<file path="src/rtl/core/schr_div.sv">
`timescale 1ns / 1ps
// Restoring divider: unsigned 33-bit magnitude by 31-bit divisor, one bit a cycle.
module schr_div (
	input  logic        clk,
	input  logic        arst_n,
	input  logic        start,
	input  logic [32:0] dividend,
	input  logic [30:0] divisor,
	output logic        done,
	output logic [32:0] quotient
);
	logic [32:0] quo_q;
	logic [31:0] rem_q;
	logic [5:0]  cnt_q;
	logic        busy_q;
	logic [32:0] trial;

	assign trial = {rem_q, quo_q[32]} - {2'b00, divisor};
	assign quotient = quo_q;

	always_ff @(posedge clk or negedge arst_n) begin
		if (!arst_n) begin
			busy_q <= 1'b0;
			done   <= 1'b0;
			cnt_q  <= '0;
			quo_q  <= '0;
			rem_q  <= '0;
		end else begin
			done <= 1'b0;
			if (start) begin
				busy_q <= 1'b1;
				quo_q  <= dividend;
				rem_q  <= '0;
				cnt_q  <= 6'd33;
			end else if (busy_q) begin
				if (!trial[32]) begin
					rem_q <= trial[31:0];
					quo_q <= {quo_q[31:0], 1'b1};
				end else begin
					rem_q <= {rem_q[30:0], quo_q[32]};
					quo_q <= {quo_q[31:0], 1'b0};
				end
				cnt_q <= cnt_q - 6'd1;
				if (cnt_q == 6'd1) begin
					busy_q <= 1'b0;
					done   <= 1'b1;
				end
			end
		end
	end
endmodule

</file>
<file path="config.mk">
export PLATFORM = sky130hd
export DESIGN_NAME = schr_div
export DESIGN_NICKNAME = d
export VERILOG_FILES = /design/src/rtl/core/schr_div.sv
export SDC_FILE = /design/constraint.sdc
export NUM_CORES = 1
export LEC_CHECK = 0
export BUFFER_PORTS_ARGS = -buffer_cell sky130_fd_sc_hd__buf_2
export CORE_MARGIN = 5
export CORE_UTILIZATION = 60
export DETAILED_ROUTE_END_ITERATION = 10
export GPL_TIMING_DRIVEN = 0
export PLACE_DENSITY = 0.86
export SLEW_MARGIN = 20
export SYNTH_ARGS = -nofsm -noshare
export SYNTH_HDL_FRONTEND = slang
export SYNTH_SLANG_ARGS = --single-unit
</file>
<file path="constraint.sdc">
create_clock -name clk -period 9.35 [get_ports clk]
set_input_delay 1.4025 -clock clk [delete_from_list [all_inputs] [get_ports clk]]
set_output_delay 1.4025 -clock clk [all_outputs]
set_load 0.02 [all_outputs]
</file>
# == Word level (Yosys, flattened, before mapping) ==
# Index checks and enable logic that the tools add are counted.
# totals
register_bits,73
out_inout_bits,34
wordCells,23
# classes
reduce_logical,1
n_addsub,2
eq_ne,1
n_mux,14
# op_table
operator,n
two-way mux 32 bit,3
two-way mux 33 bit,2
subtractor 33 x 31 -> 33 bit,1
two-way mux 6 bit,2
two-way mux 1 bit,7
equality test 6 x 1 -> 1 bit (second input constant),1
subtractor 6 x 1 -> 6 bit (second input constant),1
nonzero test 2 bit,1

# == Logic depth before layout (Yosys ltp) ==
# Gate-level depths: netlist of the first run.
# logic_depth
word_depth,4
mapped_depth,14
mapped_depth_nobuf,13

# == Worst setup path after synthesis of the first run ==
# Ideal clock, no wire load.
# synth_timing
kind,input-to-reg
from,input port divisor[0]
to,register rem_q[1]
arrival_ns,3.900
path_buffers,1
cell_stages,13
path_slack_ns,5.351
cell_sequence,ha_1 inv_1 fa_1 a211o_1 a211oi_1 or4_4 a21oi_4 o2111ai_1 and2_4 xor2_2 buf_2 nand2_1 a311oi_1
# synth_between
elab_chain_cells,4
# synth_lines
item,line_no,rtl
from (decl),8,"input logic [30:0] divisor,"
subtractor 33 x 31 -> 33 bit,18,"assign trial = {rem_q, quo_q[32]} - {2'b00, divisor};"
two-way mux 32 bit,36,if (!trial[32]) begin
two-way mux 32 bit,35,end else if (busy_q) begin
two-way mux 32 bit,30,if (start) begin
to (signal assigned),37,rem_q <= trial[31:0];
to (signal assigned),40,"rem_q <= {rem_q[30:0], quo_q[32]};"
to (decl),13,logic [31:0] rem_q;
# Every way passes these cells. The select of a mux whose other input is x is not followed.
# A chain may end at the register's enable or synchronous reset.

# == Worst setup path after layout of the first run ==
# layout_timing
from,input port divisor[0]
to,register rem_q[12]
# Same word-level chain as after synthesis.

==> impl_metrics.env, run 1 <==
export IMPL_critPathBufInv=3
export IMPL_synth_area_leaders="dfrtp_1 36%, ha_1 8.1%, nand2_1 7.8%, mux2i_1 6.3%, o21ai_0 4.6%"
export IMPL_place_ws_ps=4580
export IMPL_r2r_start="quotient[32]"
export IMPL_grt_usage_pct=27.7
export IMPL_hold_path_class="reg -> reg"
export IMPL_crit_fanout=10
export IMPL_relSlewSlack_pct=48.5
export IMPL_postCtsSetupBuffers=0
export IMPL_synth_ff_type="dfrtp_1"
export IMPL_die_h_um=102
export IMPL_required_ps=9600
export IMPL_yosysWarnings=0
export IMPL_met3_usage_pct=4.98
export IMPL_maxCapViolations=0
export IMPL_synthToLayoutAreaGrowth_pct=16.7
export IMPL_cpMostUsedCell="buf_2"
export IMPL_routed_via_density=6.03
export IMPL_chipWidth_um=102
export IMPL_r2r_slack_ps=5470
export IMPL_ir_drop_v=0.000137
export IMPL_rows=33
export IMPL_drtAntennaViolNets=0
export IMPL_worstSetupPathType="in -> reg"
export IMPL_antenna_found_initial=0
export IMPL_hold_depth=2
export IMPL_dp_hpwl_um=10200
export IMPL_port_buffers=99
export IMPL_dr_pass1_iters=7
export IMPL_grt_pass1_wl_um=23100
export IMPL_drive_above_1_share_pct=18.4
export IMPL_power_density_nw_per_um2=236
export IMPL_arrival_ps=4750
export IMPL_dr_total_vias=4924
export IMPL_yosys_area_top_type_share_pct=36.0
export IMPL_dpl_cell_area_um2=5730
export IMPL_critical_path_top_delay_family="compound AO/OA/AOI/OAI gates"
export IMPL_core_area_um2=8220
export IMPL_finalCriticalPeriod_ps=4500
export IMPL_clk_path_buf_depth=2
export IMPL_critPathCaptureType="flop"
export IMPL_cp_slowest_cell="fa_1"
export IMPL_ff2ff_path_depth=14
export IMPL_power_mw=1.40
export IMPL_netlist_area_um2=5070
export IMPL_clock_sinks=73
export IMPL_initial_core_util_pct=61.8
export IMPL_synth_fp_nets=696
export IMPL_worst_pin_slew_ps=772
export IMPL_place_gp_congestion=0.922
export IMPL_worstPathCellList="buf_2, ha_1, inv_1, fa_1, a211o_1, a211oi_1, or4_4, a21oi_4, o2111ai_1, and2_4, xor2_2, buf_2, nand2_1, a311oi_1"
export IMPL_p_leak_nw=3.17
export IMPL_n_antenna_cell=0
export IMPL_final_hold_viol_count=0
export IMPL_cts_resized=0
export IMPL_wl_per_cell_um=17.2
export IMPL_clk_latency_ps=360
export IMPL_synthCells=595
export IMPL_rsz0062_at_grt="no"
export IMPL_use_met1_pct=35.6
export IMPL_cts_made_buffers=9
export IMPL_ctsHoldBuffers=0
export IMPL_synth_edff_count=0
export IMPL_fin_ws_ps=4850
export IMPL_synth_common_cells="105 x nand2_1, 73 x dfrtp_1, 47 x o21ai_0, 42 x nor2_1, 37 x inv_1"
export IMPL_htreeDepth=3
export IMPL_hold_slack_ps=526
export IMPL_overflow=0
export IMPL_grt_use_met2_pct=46.5
export IMPL_synthMostInstantiatedCell="nand2_1"
export IMPL_ys_types=55
export IMPL_slowest_delay_ps=430
export IMPL_fin_skew_ps=11.4
export IMPL_fmaxAchievable_mhz=222
export IMPL_die_area_um2=10400
export IMPL_syn_avg_cell_area_um2=8.53
export IMPL_status="complete, no violations"
export IMPL_synth_largest_area_cell="dfrtp_1"
export IMPL_r2r_end="rem_q[12]"
export IMPL_cts_root_buf="clkbuf_8"
export IMPL_busiest_layer="met2"
export IMPL_postSynth_asyncResetShare_pct=100
export IMPL_ys_seq_area_share_pct=36.0
export IMPL_final_area_um2=5920
export IMPL_critPathLaunchType="input pin"
export IMPL_maxSlewViolCount=0
export IMPL_grt_max_degree=48
export IMPL_cts_tree="yes"
export IMPL_ys_ff_latch=73
export IMPL_fin_nets=807
export IMPL_drtIter0Drc=329
export IMPL_setup_viol=0
export IMPL_whs_endpoint="cnt_q[5]"
export IMPL_io_pins=101
export IMPL_grt_pass1_vias=5006
export IMPL_min_period_over_period_pct=48.2
export IMPL_clk_pin_slew_worst_paths_ps=90
export IMPL_wirelength_um=14000
export IMPL_drc=0
export IMPL_setup_tns_ps=0
export IMPL_min_from="cnt_q[5]"
==> power breakdown <==
part	internal (mW)	switching (mW)
sequential	0.386	0.0655
clock	0.123	0.129
combinational	0.273	0.420
total	0.782	0.614
==> metal layers <==
layer | up-vias | wire length (µm)
li1 | 2348 | -
met1 | 2355 | 5760
met2 | 192 | 7050
met3 | 29 | 921
met4 | 0 | 273
met5 | - | 0
==> registers in the layout (all words and copies together), names as in the netlist <==
signal    count
done          1
cnt_q         6
quotient     33
busy_q        1
rem_q        32
==> layout make-up <==
type / instances / area [µm²]
Fill cell: 645 / 2290
Inverter: 37 / 139
Clock buffer: 9 / 124
Sequential cell: 73 / 1830
Timing Repair Buffer: 100 / 526
Tap cell: 105 / 131
Multi-Input combinational cell: 453 / 2980
Clock inverter: 7 / 68.8
Buffer: 32 / 126
==> how the worst max path moves through the flow <==
stage               start   endpoint  slack, ps  depth (start not counted)
2_1_floorplan  divisor[0]   rem_q[1]       5350                         13
3_3_place_gp   divisor[0]   rem_q[6]       4670                         14
3_5_place_dp   divisor[0]  rem_q[12]       4580                         14
4_1_cts        divisor[0]  rem_q[26]       4900                         14
5_1_grt        divisor[0]  rem_q[12]       4690                         14
6_report       divisor[0]  rem_q[12]       4850                         14
==> tightest hold or removal path: stages, from the launching register on <==
cell,delay [ps]
dfrtp_1,360
xor2_1,70
nand2_1,60
==> cells by family (layout without fill, tap and decap cells) <==
group,Yosys count,after routing,synth area share [%]
buffers and inverters,69,185,5.23
adders and majority gates,34,34,8.53
and+or+nand+nor,195,195,16.5
DFF,73,73,36.0
AOI/OAI and AO/OA,160,160,21.4
xor gates and xnor gates,32,32,6.04
muxes,32,32,6.31
==> metrics by stage <==
| step | utilization [%] | cells |
|---|---|---|
| final | 72.1 | 816 |
| after global routing | 72.1 | 816 |
| after CTS | 72.1 | 816 |
| after detailed placement | 69.8 | 800 |
| after global placement | 69.4 | 799 |
| after floorplan | - | 595 |
==> placed cells by master (no fill, tap or decap), types with 16 or more instances in the layout <==
cell and instances:
a21oi_1 28, a311oi_1 25, buf_2 103, clkbuf_1 24
dfrtp_1 73, ha_1 33, inv_1 37, mux2i_1 32
nand2_1 105, nor2_1 42, o21ai_0 47, xor2_1 16
Note: power is estimated with default switching activity, not from simulation.
==> run 2: changes to the inputs <==
--- a/config.mk
+++ b/config.mk
@@ -7,10 +7,10 @@
 export LEC_CHECK = 0
 export BUFFER_PORTS_ARGS = -buffer_cell sky130_fd_sc_hd__buf_2
 export CORE_MARGIN = 5
-export CORE_UTILIZATION = 60
+export CORE_UTILIZATION = 51
 export DETAILED_ROUTE_END_ITERATION = 10
 export GPL_TIMING_DRIVEN = 0
-export PLACE_DENSITY = 0.86
+export PLACE_DENSITY = 0.78
 export SLEW_MARGIN = 20
 export SYNTH_ARGS = -nofsm -noshare
 export SYNTH_HDL_FRONTEND = slang
==> constraint.sdc (replaced) <==
create_clock -name clk -period 4.11 [get_ports clk]
set_input_delay 0.6165 -clock clk [delete_from_list [all_inputs] [get_ports clk]]
set_output_delay 0.6165 -clock clk [all_outputs]
set_load 0.02 [all_outputs]
==> run 2 against run 1 <==
  * First-iteration DRC count is 7.0% lower
  * Power is 130% higher
  * Sequential cell count stayed put
  * Worst setup slack worse by 4500 ps
  * Register-to-register slack worse by 5100 ps
  * Hold slack worse by 410 ps
  * Utilization is 11 points lower
  * Critical endpoint is now rem_q[4]
==> impl_metrics.env, run 2 (synthesized netlist as in run 1, its figures left out) <==
export IMPL_status="complete, no violations"
export IMPL_wl_per_cell_um=15.7
export IMPL_dp_hpwl_um=10100
export IMPL_htreeDepth=3
export IMPL_p_comb_share_pct=49.1
export IMPL_fin_skew_ps=12.2
export IMPL_crit_fanout=10
export IMPL_clock_sinks=73
export IMPL_grt_pass1_wl_um=21500
export IMPL_postCtsSetupBuffers=0
export IMPL_p_clk_share_pct=18.4
export IMPL_clk_latency_ps=360
export IMPL_dr_pass1_iters=7
export IMPL_drc=0
export IMPL_grt_max_degree=58
export IMPL_ff2ff_path_depth=14
export IMPL_n_antenna_cell=0
export IMPL_dr_total_vias=4755
export IMPL_clk_path_buf_depth=2
export IMPL_rows=36
export IMPL_core_area_um2=9730
export IMPL_cts_tree="yes"
export IMPL_r2r_start="quotient[32]"
export IMPL_power_density_nw_per_um2=528
export IMPL_critPathLaunchType="flop"
export IMPL_drtIter0Drc=306
export IMPL_r2r_slack_ps=360
export IMPL_critPathBufInv=3
export IMPL_fin_nets=807
export IMPL_worstPathCellList="inv_1, ha_1, inv_1, fa_1, a211o_1, a211oi_1, or4_4, a21oi_4, o2111ai_1, and2_4, xor2_2, buf_2, nand2_1, a311oi_1"
export IMPL_r2r_end="rem_q[4]"
export IMPL_initial_core_util_pct=52.2
export IMPL_min_period_over_period_pct=91.3
export IMPL_netSwitchingPower_mw=1.35
export IMPL_worst_pin_slew_ps=706
export IMPL_p_leak_nw=3.17
export IMPL_hold_path_class="in -> async"
export IMPL_required_ps=4360
export IMPL_grt_usage_pct=22.4
export IMPL_setup_viol=0
export IMPL_die_h_um=110
export IMPL_switching_share_pct=43.0
export IMPL_mostFrequentLayoutCells="105 x nand2_1, 103 x buf_2, 73 x dfrtp_1"
export IMPL_finalCriticalPeriod_ps=3750
export IMPL_maxCapViolations=0
export IMPL_final_common_cell="nand2_1"
export IMPL_die_area_um2=12000
export IMPL_cp_slowest_cell="dfrtp_1"
export IMPL_power_mw=3.15
export IMPL_critPathCaptureType="flop"
export IMPL_antenna_found_initial=0
export IMPL_cpMostUsedCell="inv_1"
export IMPL_cts_made_buffers=9
export IMPL_clk_pin_slew_worst_paths_ps=90
export IMPL_critical_path_top_delay_family="compound AO/OA/AOI/OAI gates"
export IMPL_ir_drop_v=0.000250
export IMPL_setup_tns_ps=0
export IMPL_relSlewSlack_pct=51.7
export IMPL_chipWidth_um=110
export IMPL_cts_resized=0
export IMPL_fmaxAchievable_mhz=267
export IMPL_slowest_delay_ps=430
export IMPL_p_int_mw=1.80
export IMPL_routed_via_density=5.63
export IMPL_maxSlewViolCount=0
export IMPL_p_seq_share_pct=32.5
export IMPL_drive_above_1_share_pct=18.1
export IMPL_ctsHoldBuffers=0
export IMPL_port_buffers=99
export IMPL_arrival_ps=4000
export IMPL_io_pins=101
export IMPL_rsz0062_at_grt="no"
export IMPL_place_gp_congestion=0.924
export IMPL_drtAntennaViolNets=0
export IMPL_wirelength_um=13300
export IMPL_final_hold_viol_count=0
export IMPL_worstSetupPathType="reg -> reg"
export IMPL_grt_pass1_vias=4473
export IMPL_largest_register_ffs=33
export IMPL_synthToLayoutAreaGrowth_pct=17.5
export IMPL_overflow=0
export IMPL_cts_root_buf="clkbuf_8"
==> run 2: changes by cell type in the layout (fill, tap and decap cells not counted), sizes merged <==
| cell | change |
|---|---|
| clkinvlp | -2 |
| clkbuf | +3 |
| inv | -1 |
==> run 2: power groups by stage <==
stage               clock network (mW)  registers [mW]  logic [mW]
finish                           0.580            1.02        1.55
floorplan                            0            1.07        1.08
global placement                     0            1.03        1.49
CTS                              0.592            1.02        1.54
global route                     0.625            1.04        1.72
detailed placement                   0            1.03        1.53
==> run 2: cell type report <==
cell class,instances,area [µm²]
Clock inverter,4,52.6
Inverter,37,139
Buffer,32,126
Tap cell,133,166
Fill cell,897,3760
Multi-Input combinational cell,453,2980
Clock buffer,12,145
Timing Repair Buffer,100,526
Sequential cell,73,1830
==> run 2: layer usage <==
layer	routed length, µm	global-route usage [%]	vias to the layer above
met5	0	0	-
met4	189	8.01	0
met3	721	3.05	15
met2	6560	36.8	155
met1	5810	30.4	2250
li1	-	-	2335
==> run 2: through the flow <==
step,area (µm²),util [%],std cells,hold WS (ps),setup WS (ps)
after floorplan,5070,-,595,321,897
after global placement,5740,59.0,827,502,236
after detailed placement,5770,59.3,828,514,197
after CTS,5960,61.3,844,120,358
after global routing,5960,61.3,844,125,133
final,5960,61.3,844,119,359
==> run 2: worst max path at each step <==
| stage | startpoint | end | slack (ps) | cells past startpoint |
|---|---|---|---|---|
| after floorplan | divisor[0] | rem_q[1] | 900 | 13 |
| after global placement | divisor[0] | rem_q[5] | 240 | 14 |
| after detailed placement | divisor[0] | rem_q[27] | 200 | 14 |
| after CTS | quotient[32] | rem_q[4] | 360 | 14 |
| after global routing | quotient[32] | rem_q[1] | 130 | 14 |
| final | quotient[32] | rem_q[4] | 360 | 14 |
==> run 3: changes to the inputs <==
==> config.mk (replaced) <==
export PLATFORM = sky130hd
export DESIGN_NAME = schr_div
export DESIGN_NICKNAME = d
export VERILOG_FILES = /design/src/rtl/core/schr_div.sv
export SDC_FILE = /design/constraint.sdc
export NUM_CORES = 1
export LEC_CHECK = 0
export BUFFER_PORTS_ARGS = -buffer_cell sky130_fd_sc_hd__clkbuf_2
export CORE_MARGIN = 5
export CORE_UTILIZATION = 56
export DETAILED_ROUTE_END_ITERATION = 10
export GPL_TIMING_DRIVEN = 0
export PLACE_DENSITY = 0.81
export SLEW_MARGIN = 20
export SYNTH_ARGS = -nofsm -noshare
export SYNTH_HDL_FRONTEND = slang
export SYNTH_SLANG_ARGS = --single-unit
==> constraint.sdc (replaced) <==
create_clock -name clk -period 3.7 [get_ports clk]
set_input_delay 0.555 -clock clk [delete_from_list [all_inputs] [get_ports clk]]
set_output_delay 0.555 -clock clk [all_outputs]
set_load 0.02 [all_outputs]
==> run 3 against run 2 <==
  * Maximum frequency is 5.6% higher
  * Combinational power is 16% higher
  * Utilization is 7.6 points higher
  * First-iteration DRC count is 15% lower
  * Sequential cell count stayed put
  * Die area is 8.1% lower
  * Power is 18% higher
  * Global-route usage is 2.0 points higher
  * Via count is 1.4% higher
  * Highest routed layer unchanged
==> impl_metrics.env, run 3 (synthesized netlist as in run 1, its figures left out) <==
export IMPL_clock_sinks=73
export IMPL_dp_hpwl_um=10100
export IMPL_fmaxAchievable_mhz=282
export IMPL_p_leak_nw=3.22
export IMPL_routed_via_density=5.87
export IMPL_power_density_nw_per_um2=618
export IMPL_die_area_um2=11100
export IMPL_worstSetupPathType="reg -> reg"
export IMPL_drive_above_1_share_pct=18.8
export IMPL_clk_path_buf_depth=2
export IMPL_hold_path_class="in -> async"
export IMPL_grt_pass1_vias=4790
export IMPL_wirelength_um=13600
export IMPL_rows=34
export IMPL_place_ws_ps=-216
export IMPL_mostFrequentLayoutCells="105 x nand2_1, 98 x clkbuf_2, 73 x dfrtp_1"
export IMPL_worstPathCellList="ha_1, and2_1, a221oi_1, a21oi_1, a21bo_2, o21ai_0, o21ai_0, a41oi_1, xor2_1, o31ai_1"
export IMPL_wl_per_cell_um=16.6
export IMPL_ff2ff_path_depth=10
export IMPL_crit_fanout=4
export IMPL_maxCapViolations=0
export IMPL_cts_tree="yes"
export IMPL_final_util_pct=68.9
export IMPL_die_h_um=105
export IMPL_fillCellCount=718
export IMPL_fin_nets=809
export IMPL_worst_pin_slew_ps=722
export IMPL_drtIter0Drc=260
export IMPL_synthToLayoutAreaGrowth_pct=18.9
export IMPL_r2r_slack_ps=150
export IMPL_critPathBufInv=0
export IMPL_ctsHoldBuffers=0
export IMPL_critPathCaptureType="flop"
export IMPL_io_pins=101
export IMPL_clk_latency_ps=360
export IMPL_antenna_found_initial=0
export IMPL_ir_drop_v=0.000306
export IMPL_final_hold_viol_count=0
export IMPL_critPathLaunchType="flop"
export IMPL_relSlewSlack_pct=51.9
export IMPL_maxSlewViolCount=0
export IMPL_dr_pass1_iters=5
export IMPL_dr_total_vias=4821
export IMPL_place_gp_congestion=0.908
export IMPL_status="complete, no violations"
export IMPL_initial_core_util_pct=57.9
export IMPL_overflow=0
export IMPL_arrival_ps=3810
export IMPL_slowest_delay_ps=500
export IMPL_critical_path_top_delay_family="compound AO/OA/AOI/OAI gates"
export IMPL_power_mw=3.73
export IMPL_cts_made_buffers=9
export IMPL_final_common_cell="nand2_1"
export IMPL_cp_slowest_cell="a41oi_1"
export IMPL_grt_pass1_wl_um=22700
export IMPL_fin_skew_ps=12.5
export IMPL_required_ps=3960
export IMPL_min_period_over_period_pct=96.0
export IMPL_cpMostUsedCell="o21ai_0"
export IMPL_r2r_start="rem_q[2]"
export IMPL_chipWidth_um=105
export IMPL_layout_cells_non_filler=821
export IMPL_clk_pin_slew_worst_paths_ps=80
export IMPL_r2r_end="rem_q[29]"
export IMPL_port_buffers=99
export IMPL_drtAntennaViolNets=0
export IMPL_fin_ws_ps=149
export IMPL_core_area_um2=8760
export IMPL_grt_max_degree=45
export IMPL_htreeDepth=3
export IMPL_n_antenna_cell=0
export IMPL_drc=0
export IMPL_cts_root_buf="clkbuf_8"
export IMPL_finalCriticalPeriod_ps=3550
export IMPL_setup_viol=0
export IMPL_grt_usage_pct=24.4
export IMPL_placed_cells=803
export IMPL_largest_register_ffs=33
[run 3: repair_timing]
| item | CTS | global route |
|---|---|---|
| setup buffers | 0 | 2 |
| cloned | 0 | 0 |
| resized for setup | 4 | 10 |
| setup endpoints to repair | 24 | 29 |
[run 3: worst max-delay path by stage]
stage                 start         to  slack [ps]  cells after the start
2_1_floorplan    divisor[0]   rem_q[1]         550                     13
3_3_place_gp     divisor[0]  rem_q[27]        -130                     14
3_5_place_dp     divisor[0]   rem_q[5]        -220                     14
4_1_cts        quotient[32]  rem_q[22]           4                     14
5_1_grt        quotient[32]  rem_q[18]         -10                     14
6_report           rem_q[2]  rem_q[29]         150                     10
[run 3: layer usage]
layer | wire (µm) | vias to the layer above | global-route usage [%] | part of all wire (%)
li1 | - | 2339 | - | -
met1 | 5910 | 2293 | 32.4 | 43
met2 | 6600 | 155 | 39.5 | 48
met3 | 779 | 34 | 3.51 | 5.7
met4 | 316 | 0 | 11.3 | 2.3
met5 | 0 | - | 0 | 0
[run 3: per-stage QoR]
step	area, µm²	hold WS, ps	TNS, ps
after CTS	5990	169	0
after floorplan	5070	259	0
after detailed placement	5730	521	-4070
after global placement	5710	500	-2140
final	6040	163	0
after global routing	6040	197	-9.56
[run 3: power by group]
| part | switching [mW] | total, mW | internal, mW |
|---|---|---|---|
| combinational | 1.06 | 1.80 | 0.743 |
| clock | 0.329 | 0.781 | 0.452 |
| sequential | 0.170 | 1.15 | 0.976 |
| total | 1.56 | 3.73 | 2.17 |
[run 3: area by class of cell]
type / instances / area [µm²] / share of cell area [%]
buffer: 32 / 154 / 2.55
clock inverter: 6 / 115 / 1.91
sequential: 73 / 1830 / 30.3
tap: 108 / 135 / 2.24
timing repair buffer: 102 / 533 / 8.83
inverter: 37 / 139 / 2.30
multi-input combinational: 453 / 3010 / 49.8
clock buffer: 10 / 128 / 2.11
